<file path="config.mk">
export PLATFORM = sky130hd
export DESIGN_NAME = beat_tempo_estimator
export DESIGN_NICKNAME = d
export VERILOG_FILES = /design/src/rtl/btest_pkg.sv /design/src/rtl/btest_div.sv /design/src/rtl/beat_tempo_estimator.sv
export SDC_FILE = /design/constraint.sdc
export NUM_CORES = 2
export LEC_CHECK = 0
export ABC_CLOCK_PERIOD_IN_PS = 10800
export BUFFER_PORTS_ARGS = -buffer_cell sky130_fd_sc_hd__buf_4
export CAP_MARGIN = 40
export CORE_MARGIN = 4
export CORE_UTILIZATION = 30
export DETAILED_ROUTE_END_ITERATION = 10
export GPL_ROUTABILITY_DRIVEN = 0
export PLACE_DENSITY_LB_ADDON = 0.25
export SETUP_SLACK_MARGIN = 0.02
export SLEW_MARGIN = 20
export SYNTH_ARGS = -nofsm -noshare
export SYNTH_HDL_FRONTEND = slang
export SYNTH_HIERARCHICAL = 1
export SYNTH_SLANG_ARGS = --single-unit
</file>
<file path="constraint.sdc">
create_clock -name clk -period 10.8 [get_ports clk]
set_clock_uncertainty 0.1 [all_clocks]
set_input_delay 1.08 -clock clk [delete_from_list [all_inputs] [get_ports clk]]
set_output_delay 1.08 -clock clk [all_outputs]
set_load 0.005 [all_outputs]
</file>
<file path="src/rtl/btest_pkg.sv">
package btest_pkg;

	localparam int unsigned RingDepthDefault = 30;

	localparam logic [31:0] TEMPO_NUM = 32'd15360000;

	localparam logic [31:0] WINDOW_RST = 32'd10000;
	localparam logic [15:0] MIN_IVL_RST = 16'd200;
	localparam logic [15:0] MAX_IVL_RST = 16'd2000;
	localparam logic [7:0] MIN_BPM_RST = 8'd40;
	localparam logic [7:0] MAX_BPM_RST = 8'd220;
	localparam logic [16:0] WEIGHT_RST = 17'd39322;

	typedef enum logic [2:0] {
		REG_WINDOW = 3'd0,
		REG_MIN_IVL = 3'd1,
		REG_MAX_IVL = 3'd2,
		REG_MIN_BPM = 3'd3,
		REG_MAX_BPM = 3'd4,
		REG_WEIGHT = 3'd5
	} reg_idx_t;

	typedef enum logic [1:0] {
		SRC_FEW = 2'd0,
		SRC_NONE = 2'd1,
		SRC_MEDIAN = 2'd2,
		SRC_SPAN = 2'd3
	} src_t;

	localparam logic CMD_BEAT = 1'b0;
	localparam logic CMD_QUERY = 1'b1;

	typedef struct packed {
		logic start;
		logic [31:0] num;
		logic [31:0] den;
	} div_req_t;

endpackage

</file>
<file path="src/rtl/btest_div.sv">
module btest_div
	import btest_pkg::*;
(
	input  logic clk,
	input  logic arst_n,
	input  div_req_t req,
	output logic done,
	output logic [31:0] quot
);

	logic [32:0] rem_q;
	logic [31:0] q_q;
	logic [31:0] den_q;
	logic [5:0] cnt_q;
	logic busy_q;
	logic done_q;
	logic [32:0] trial;
	logic fits;

	assign trial = {rem_q[31:0], q_q[31]};
	assign fits = trial >= {1'b0, den_q};

	// restoring division, one quotient bit a cycle
	always_ff @(posedge clk or negedge arst_n) begin
		if (!arst_n) begin
			busy_q <= 1'b0;
			done_q <= 1'b0;
			cnt_q <= '0;
		end else begin
			done_q <= 1'b0;
			if (req.start) begin
				busy_q <= 1'b1;
				cnt_q <= '0;
			end else if (busy_q) begin
				cnt_q <= cnt_q + 6'd1;
				if (cnt_q == 6'd31) begin
					busy_q <= 1'b0;
					done_q <= 1'b1;
				end
			end
		end
	end

	always_ff @(posedge clk) begin
		if (req.start) begin
			rem_q <= '0;
			q_q <= req.num;
			den_q <= req.den;
		end else if (busy_q) begin
			rem_q <= fits ? (trial - {1'b0, den_q}) : trial;
			q_q <= {q_q[30:0], fits};
		end
	end

	assign done = done_q;
	assign quot = q_q;

endmodule

</file>
<file path="src/rtl/beat_tempo_estimator.sv">
// beat tempo estimator
// command channel (cmd_valid/cmd_stall): command 0 records now_ms as a beat,
// command 1 asks for the tempo at now_ms. a beat gives no result; a query
// gives one result on the result channel (res_valid/res_stall) with bpm_q8
// (Q8.8), source and beats_in_window.
// a query walks the timestamp ring from the newest beat, with a memory read
// and a compare for each beat, storing kept intervals in a scratch memory.
// with more than two kept intervals the median is found by rank counting over
// the scratch memory. the division is a bit-serial unit, followed by clamp
// and smoothing.
// cmd_stall is high while a query is in work. the result sits in an output
// register, so a new command is taken while it waits; a stalled result only
// holds up the next query at its end.
// reset empties the ring, clears the last tempo and loads register defaults.
// the config port (cfg_valid/cfg_ready) is always ready; write it while idle.
module beat_tempo_estimator
	import btest_pkg::*;
#(
	parameter int unsigned RING_DEPTH = RingDepthDefault
) (
	input  logic clk,
	input  logic arst_n,
	input  logic cmd_valid,
	output logic cmd_stall,
	input  logic command,
	input  logic [31:0] now_ms,
	output logic res_valid,
	input  logic res_stall,
	output logic [15:0] bpm_q8,
	output logic [1:0] source,
	output logic [6:0] beats_in_window,
	input  logic cfg_valid,
	output logic cfg_ready,
	input  logic [2:0] cfg_index,
	input  logic [31:0] cfg_data
);

	localparam int unsigned SLOT_W = $clog2(RING_DEPTH);
	localparam int unsigned CNT_W = $clog2(RING_DEPTH + 1);
	localparam logic [SLOT_W-1:0] LAST_SLOT = SLOT_W'(RING_DEPTH - 1);
	localparam logic [CNT_W-1:0] DEPTH_CNT = CNT_W'(RING_DEPTH);

	typedef enum logic [3:0] {
		ST_IDLE, ST_WALK_RD, ST_WALK_EV, ST_DECIDE, ST_SEL_CAND, ST_SEL_CWT,
		ST_SEL_IN, ST_SEL_CHK, ST_MED, ST_DIV_GO, ST_DIV_WT, ST_SM1, ST_SM2,
		ST_DONE
	} state_t;

	state_t state_q;

	logic [31:0] window_q;
	logic [15:0] min_ivl_q, max_ivl_q;
	logic [7:0] min_bpm_q, max_bpm_q;
	logic [16:0] weight_q;

	logic [31:0] stamp_mem [RING_DEPTH];
	logic [15:0] scratch_mem [RING_DEPTH-1];
	logic [31:0] stamp_rdata_q;
	logic [15:0] sc_rdata_q;
	logic [SLOT_W-1:0] sc_raddr;

	logic [SLOT_W-1:0] write_slot_q, slot_q;
	logic [CNT_W-1:0] stored_q, n_q, kept_q, i_q, j_q, lt_q, le_q, ka_q, kb_q;
	logic [31:0] now_q, prev_q, raw_q;
	logic [15:0] last_bpm_q, ma_q, mb_q, cand_q, clamp_q, pend_bpm_q;
	logic [1:0] pend_src_q;
	logic [32:0] prod_q;
	logic vld_s1;

	logic res_valid_q;
	logic [15:0] bpm_q;
	logic [1:0] src_q;
	logic [6:0] nwin_q;

	div_req_t div_req_q;
	logic div_done;
	logic [31:0] div_quot;

	logic cmd_acc, cfg_acc;
	logic [31:0] age, ivl, span;
	logic [15:0] lo, hi, clamped;
	logic [31:0] raw_lo;
	logic [16:0] w_sat, w_inv, msum;
	logic [33:0] smooth_sum;
	logic [CNT_W-1:0] lt_n, le_n;

	assign cmd_stall = state_q != ST_IDLE;
	assign cmd_acc = cmd_valid && !cmd_stall;
	assign cfg_ready = 1'b1;
	assign cfg_acc = cfg_valid && cfg_ready;

	assign age = now_q - stamp_rdata_q;
	assign ivl = prev_q - stamp_rdata_q;
	assign span = now_q - prev_q;
	assign lo = {min_bpm_q, 8'h00};
	assign hi = {max_bpm_q, 8'h00};
	assign raw_lo = (raw_q < {16'h0, lo}) ? {16'h0, lo} : raw_q;
	assign clamped = (raw_lo > {16'h0, hi}) ? hi : raw_lo[15:0];
	assign w_sat = weight_q[16] ? 17'h10000 : weight_q;
	assign w_inv = 17'h10000 - w_sat;
	assign smooth_sum = {1'b0, prod_q} + 34'(w_inv * last_bpm_q);
	assign msum = {1'b0, ma_q} + {1'b0, mb_q};
	assign lt_n = lt_q + CNT_W'(vld_s1 && sc_rdata_q < cand_q);
	assign le_n = le_q + CNT_W'(vld_s1 && sc_rdata_q <= cand_q);
	assign sc_raddr = (state_q == ST_SEL_CAND) ? i_q[SLOT_W-1:0] : j_q[SLOT_W-1:0];

	btest_div u_div (
		.clk(clk),
		.arst_n(arst_n),
		.req(div_req_q),
		.done(div_done),
		.quot(div_quot)
	);

	always_ff @(posedge clk) begin
		if (cmd_acc && command == CMD_BEAT)
			stamp_mem[write_slot_q] <= now_ms;
		stamp_rdata_q <= stamp_mem[slot_q];
	end

	always_ff @(posedge clk) begin
		if (state_q == ST_WALK_EV && age <= window_q && n_q != '0 &&
				ivl > {16'h0, min_ivl_q} && ivl < {16'h0, max_ivl_q})
			scratch_mem[kept_q[SLOT_W-1:0]] <= ivl[15:0];
		sc_rdata_q <= scratch_mem[sc_raddr];
	end

	always_ff @(posedge clk or negedge arst_n) begin
		if (!arst_n) begin
			window_q <= WINDOW_RST;
			min_ivl_q <= MIN_IVL_RST;
			max_ivl_q <= MAX_IVL_RST;
			min_bpm_q <= MIN_BPM_RST;
			max_bpm_q <= MAX_BPM_RST;
			weight_q <= WEIGHT_RST;
		end else if (cfg_acc) begin
			case (cfg_index)
				REG_WINDOW: window_q <= cfg_data;
				REG_MIN_IVL: min_ivl_q <= cfg_data[15:0];
				REG_MAX_IVL: max_ivl_q <= cfg_data[15:0];
				REG_MIN_BPM: min_bpm_q <= cfg_data[7:0];
				REG_MAX_BPM: max_bpm_q <= cfg_data[7:0];
				REG_WEIGHT: weight_q <= cfg_data[16:0];
				default: ;
			endcase
		end
	end

	always_ff @(posedge clk or negedge arst_n) begin
		if (!arst_n) begin
			state_q <= ST_IDLE;
			write_slot_q <= '0;
			stored_q <= '0;
			last_bpm_q <= '0;
			res_valid_q <= 1'b0;
			div_req_q <= '0;
			vld_s1 <= 1'b0;
			slot_q <= '0;
			n_q <= '0;
			kept_q <= '0;
			i_q <= '0;
			j_q <= '0;
			lt_q <= '0;
			le_q <= '0;
		end else begin
			div_req_q.start <= 1'b0;
			if (res_valid_q && !res_stall)
				res_valid_q <= 1'b0;
			case (state_q)
				ST_IDLE: begin
					if (cmd_acc) begin
						if (command == CMD_BEAT) begin
							write_slot_q <= (write_slot_q == LAST_SLOT) ? '0 :
								write_slot_q + 1'b1;
							if (stored_q < DEPTH_CNT)
								stored_q <= stored_q + 1'b1;
						end else begin
							now_q <= now_ms;
							slot_q <= (write_slot_q == '0) ? LAST_SLOT :
								write_slot_q - 1'b1;
							n_q <= '0;
							kept_q <= '0;
							state_q <= ST_WALK_RD;
						end
					end
				end
				ST_WALK_RD: begin
					state_q <= (n_q < stored_q) ? ST_WALK_EV : ST_DECIDE;
				end
				ST_WALK_EV: begin
					if (age > window_q) begin
						state_q <= ST_DECIDE;
					end else begin
						if (n_q != '0 && ivl > {16'h0, min_ivl_q} &&
								ivl < {16'h0, max_ivl_q})
							kept_q <= kept_q + 1'b1;
						prev_q <= stamp_rdata_q;
						n_q <= n_q + 1'b1;
						slot_q <= (slot_q == '0) ? LAST_SLOT : slot_q - 1'b1;
						state_q <= ST_WALK_RD;
					end
				end
				ST_DECIDE: begin
					if (n_q < CNT_W'(2)) begin
						pend_bpm_q <= lo;
						pend_src_q <= SRC_FEW;
						state_q <= ST_DONE;
					end else if (kept_q == '0) begin
						pend_bpm_q <= (last_bpm_q != '0) ? last_bpm_q : lo;
						pend_src_q <= SRC_NONE;
						state_q <= ST_DONE;
					end else if (kept_q > CNT_W'(2)) begin
						pend_src_q <= SRC_MEDIAN;
						kb_q <= kept_q >> 1;
						ka_q <= kept_q[0] ? (kept_q >> 1) : (kept_q >> 1) - 1'b1;
						i_q <= '0;
						state_q <= ST_SEL_CAND;
					end else begin
						pend_src_q <= SRC_SPAN;
						if (span == '0) begin
							raw_q <= '1;
							state_q <= ST_SM1;
						end else begin
							div_req_q.num <= 32'((n_q - 1'b1) * TEMPO_NUM);
							div_req_q.den <= span;
							state_q <= ST_DIV_GO;
						end
					end
				end
				ST_SEL_CAND: begin
					state_q <= ST_SEL_CWT;
				end
				ST_SEL_CWT: begin
					cand_q <= sc_rdata_q;
					j_q <= '0;
					lt_q <= '0;
					le_q <= '0;
					vld_s1 <= 1'b0;
					state_q <= ST_SEL_IN;
				end
				ST_SEL_IN: begin
					// one scratch read issued per cycle, compared in the following cycle
					lt_q <= lt_n;
					le_q <= le_n;
					if (j_q < kept_q) begin
						j_q <= j_q + 1'b1;
						vld_s1 <= 1'b1;
					end else begin
						vld_s1 <= 1'b0;
						if (!vld_s1)
							state_q <= ST_SEL_CHK;
					end
				end
				ST_SEL_CHK: begin
					if (lt_q <= ka_q && ka_q < le_q)
						ma_q <= cand_q;
					if (lt_q <= kb_q && kb_q < le_q)
						mb_q <= cand_q;
					i_q <= i_q + 1'b1;
					state_q <= (i_q + 1'b1 == kept_q) ? ST_MED : ST_SEL_CAND;
				end
				ST_MED: begin
					div_req_q.num <= TEMPO_NUM;
					div_req_q.den <= {16'h0, msum[16:1]};
					state_q <= ST_DIV_GO;
				end
				ST_DIV_GO: begin
					div_req_q.start <= 1'b1;
					state_q <= ST_DIV_WT;
				end
				ST_DIV_WT: begin
					if (div_done) begin
						raw_q <= div_quot;
						state_q <= ST_SM1;
					end
				end
				ST_SM1: begin
					clamp_q <= clamped;
					prod_q <= 33'(w_sat * clamped);
					state_q <= ST_SM2;
				end
				ST_SM2: begin
					if (last_bpm_q == '0) begin
						pend_bpm_q <= clamp_q;
						last_bpm_q <= clamp_q;
					end else begin
						pend_bpm_q <= smooth_sum[31:16];
						last_bpm_q <= smooth_sum[31:16];
					end
					state_q <= ST_DONE;
				end
				ST_DONE: begin
					if (!res_valid_q || !res_stall) begin
						res_valid_q <= 1'b1;
						bpm_q <= pend_bpm_q;
						src_q <= pend_src_q;
						nwin_q <= 7'(n_q);
						state_q <= ST_IDLE;
					end
				end
				default: state_q <= ST_IDLE;
			endcase
		end
	end

	assign res_valid = res_valid_q;
	assign bpm_q8 = bpm_q;
	assign source = src_q;
	assign beats_in_window = nwin_q;

	a_stored_bound: assert property (@(posedge clk) disable iff (!arst_n)
		stored_q <= DEPTH_CNT) else $error("stored beat count past ring depth");

	a_kept_bound: assert property (@(posedge clk) disable iff (!arst_n)
		kept_q < DEPTH_CNT) else $error("kept intervals past scratch depth");

	a_median_count: assert property (@(posedge clk) disable iff (!arst_n)
		res_valid && source == SRC_MEDIAN |-> beats_in_window >= 7'd4)
		else $error("median result with too few windowed beats");

	a_few_count: assert property (@(posedge clk) disable iff (!arst_n)
		res_valid && source == SRC_FEW |-> beats_in_window < 7'd2)
		else $error("too-few result with two or more windowed beats");

endmodule
</file>
==> results.yml <==
run_status:
  status: "finished clean"
synth:
  async_reset_ff_share_pct: 11.0
  synth_edf_count: 1730
  avgSynthCellArea_um2: 13.6
  synthFlopType: "edfxtp_1"
  synth.distinct_cells: 107
  synth_area_mm2: 0.108
  synth_top_area_share_pct: 48.0
  synthTopCellsByArea: "edfxtp_1, fa_1, mux4_2, ha_1, dfrtp_1"
  seq_area_frac_synth_pct: 54.7
  synth.largest_area_cell: "edfxtp_1"
  ys_ff_latch: 2034
  yosysWarningCount: 6
  netlist_instances: 7966
grt:
  grt_usage_pct: 16.6
  grt_antenna_before_repair: 21
  grt_first_pass_wirelength_um: 463000
  grt_max_degree: 116
  grt_remaining_overflow: 0
  grt_pass1_vias: 68400
clock_tree:
  cts_hold_buf: 0
  cts_htree_levels: 4
  cts_made_buffers: 221
  postCtsSetupBuffers: 0
  cts_resized: 0
  clk_path_buf_depth: 4
  clockRootBuffer: "clkbuf_16"
  clock-sinks: 2034
  cts_tree: "yes"
  clk_latency_ns: 0.91
  clk_pin_slew_ns: 0.06
cells_and_area:
  drive_gt1_share_pct: 16.4
  top_register: "stamp_mem"
  nets: 9266
  final_common_cell: "edfxtp_1"
  final_cell_mix: "edfxtp_1, inv_1, nand2_1"
  largest_reg_flops: 960
  area_growth_pct: 14.4
worst_setup_path:
  slowest_stage: "fa_1"
  crit_fanout: 9
  r2r_cells: 37
  endpoint_kind: "flop"
  cp.required_ns: 11.27
  start_kind: "flop"
  path_common_cell: "fa_1"
  arrival_ns: 10.54
  max_stage_delay_ns: 0.57
  critPathKind: "reg -> reg"
die:
  fp.dieW_um: 609
  die_y_um: 609
  fp.dieArea_mm2: 0.371
  core_mm2: 0.359
  std_cell_rows: 220
  ios: 101
  initial_utilization_pct: 30.1
detailed_routing:
  drt_wl_total_um: 313000
  antenna_left: 0
  wl_per_cell_um: 23.7
  first_pass_iters: 6
  drt_iter0_drc: 5141
  avgViaCountPerCell: 5.00
  route.detailed.drc: 0
  via_count: 65800
run:
  maxCapViolCount: 0
sta:
  fmaxAchievable_ghz: 0.0993
  finalSetupTns_ns: 0
  fin_crit_ns: 10.07
  setup_violations: 0
  post-route-period-util_pct: 93.3
  rsz0062_at_grt: "no"
  finalHoldViolations: 0
  slew_viol_final: 0
  slew_headroom_pct: 25.8
  max_slew.worst_pin.slew_ns: 1.11
place:
  dpl.hpwl_um: 213000
  place.port_buffers: 97
min_path:
  min-delay-path-class: "in -> async"
synth_stat cells, types with 19 or more instances:
library cell / count
a211o_1: 20
a211oi_1: 41
a21o_1: 109
a21oi_1: 211
a22o_1: 19
a311oi_1: 32
a31oi_1: 35
and2_1: 117
and3_1: 51
buf_1: 55
clkbuf_1: 266
dfrtp_1: 195
dfstp_2: 29
dfxtp_1: 80
edfxtp_1: 1730
fa_1: 469
ha_1: 521
inv_1: 860
mux2_2: 133
mux2i_1: 26
mux4_2: 400
nand2_1: 805
nand2b_1: 57
nand3_1: 186
nand4_1: 61
nor2_1: 370
nor2b_1: 47
nor3_1: 69
nor4_1: 36
o211ai_1: 33
o21a_1: 48
o21ai_0: 270
o21bai_1: 27
o31ai_1: 24
or3_1: 58
xnor2_1: 129
xor2_1: 73
cell type report:
type / instances / area (um^2)
well taps: 4773 / 5970
clock buffers: 289 / 5960
fillers: 34800 / 235000
clock inverters: 127 / 1480
repair buffers: 336 / 2890
flip-flops and latches: 2034 / 59200
inverters: 866 / 3260
multi-input cells: 4744 / 45000
diodes: 7 / 17.5
routing by layer:
layer,wire length [um],share of wire (%),vias to the layer above,global-route usage [%]
li1,-,-,29300,-
met1,130000,42,34300,21.3
met2,156000,50,1741,28.6
met3,15400,4.9,446,2.28
met4,11600,3.7,16,5.92
met5,103,0.033,-,0
kinds of logic after synthesis:
logic type | Yosys count | synth area share, %
adders and majority gates | 990 | 14.7
AOI/OAI and AO/OA | 1041 | 6.39
xor gates and xnor gates | 202 | 1.63
buffers and inverters | 1204 | 4.26
other | 2 | 0.00694
DFF | 2034 | 54.7
and+or+nand+nor | 1921 | 8.22
muxes | 572 | 10.1
critical path: cells and delay by family (launching register included):
family | cells | cell delay (ns)
buffers and inverters | 5 | 0.71
adder cells (fa/ha/maj) | 9 | 3.94
flip-flops | 1 | 0.54
AND/OR/NAND/NOR | 7 | 1.00
XOR/XNOR | 1 | 0.08
AO/OA/AOI/OAI | 15 | 3.40
path summary, 6_finish.rpt:
kind	from	to	slack (ns)
worst max-delay path	min_bpm_q[5]$_DFFE_PN1P_	prod_q[30]$_DFFE_PP_	0.73
worst min-delay path	arst_n	last_bpm_q[6]$_DFFE_PN0P_	0.12
worst max register to register	min_bpm_q[5]$_DFFE_PN1P_	prod_q[30]$_DFFE_PP_	0.73
worst min register to register	div_req_q[7]$_DFFE_PN0P_	u_div/den_q[7]$_DFFE_PP_	0.28
max in group asynchronous	arst_n	window_q[9]$_DFFE_PN1P_	9.22
min in group clk	div_req_q[7]$_DFFE_PN0P_	u_div/den_q[7]$_DFFE_PP_	0.28
per-stage QoR:
stage	setup slack [ns]	hold WS [ns]	utilization [%]	instance area [um^2]	std cells
5_1_grt	0.118	0.116	34.5	124000	13200
3_5_place_dp	0.454	0.311	32.3	116000	12700
4_1_cts	0.422	0.0755	34.4	124000	13200
3_3_place_gp	0.438	0.305	32.2	116000	12700
6_report	0.726	0.117	34.5	124000	13200
2_1_floorplan	0.980	0.300	-	108000	7982
Power is left out: the tool's default activity adds up to more than one toggle a clock period on the data nets, which glitch-free logic cannot reach.
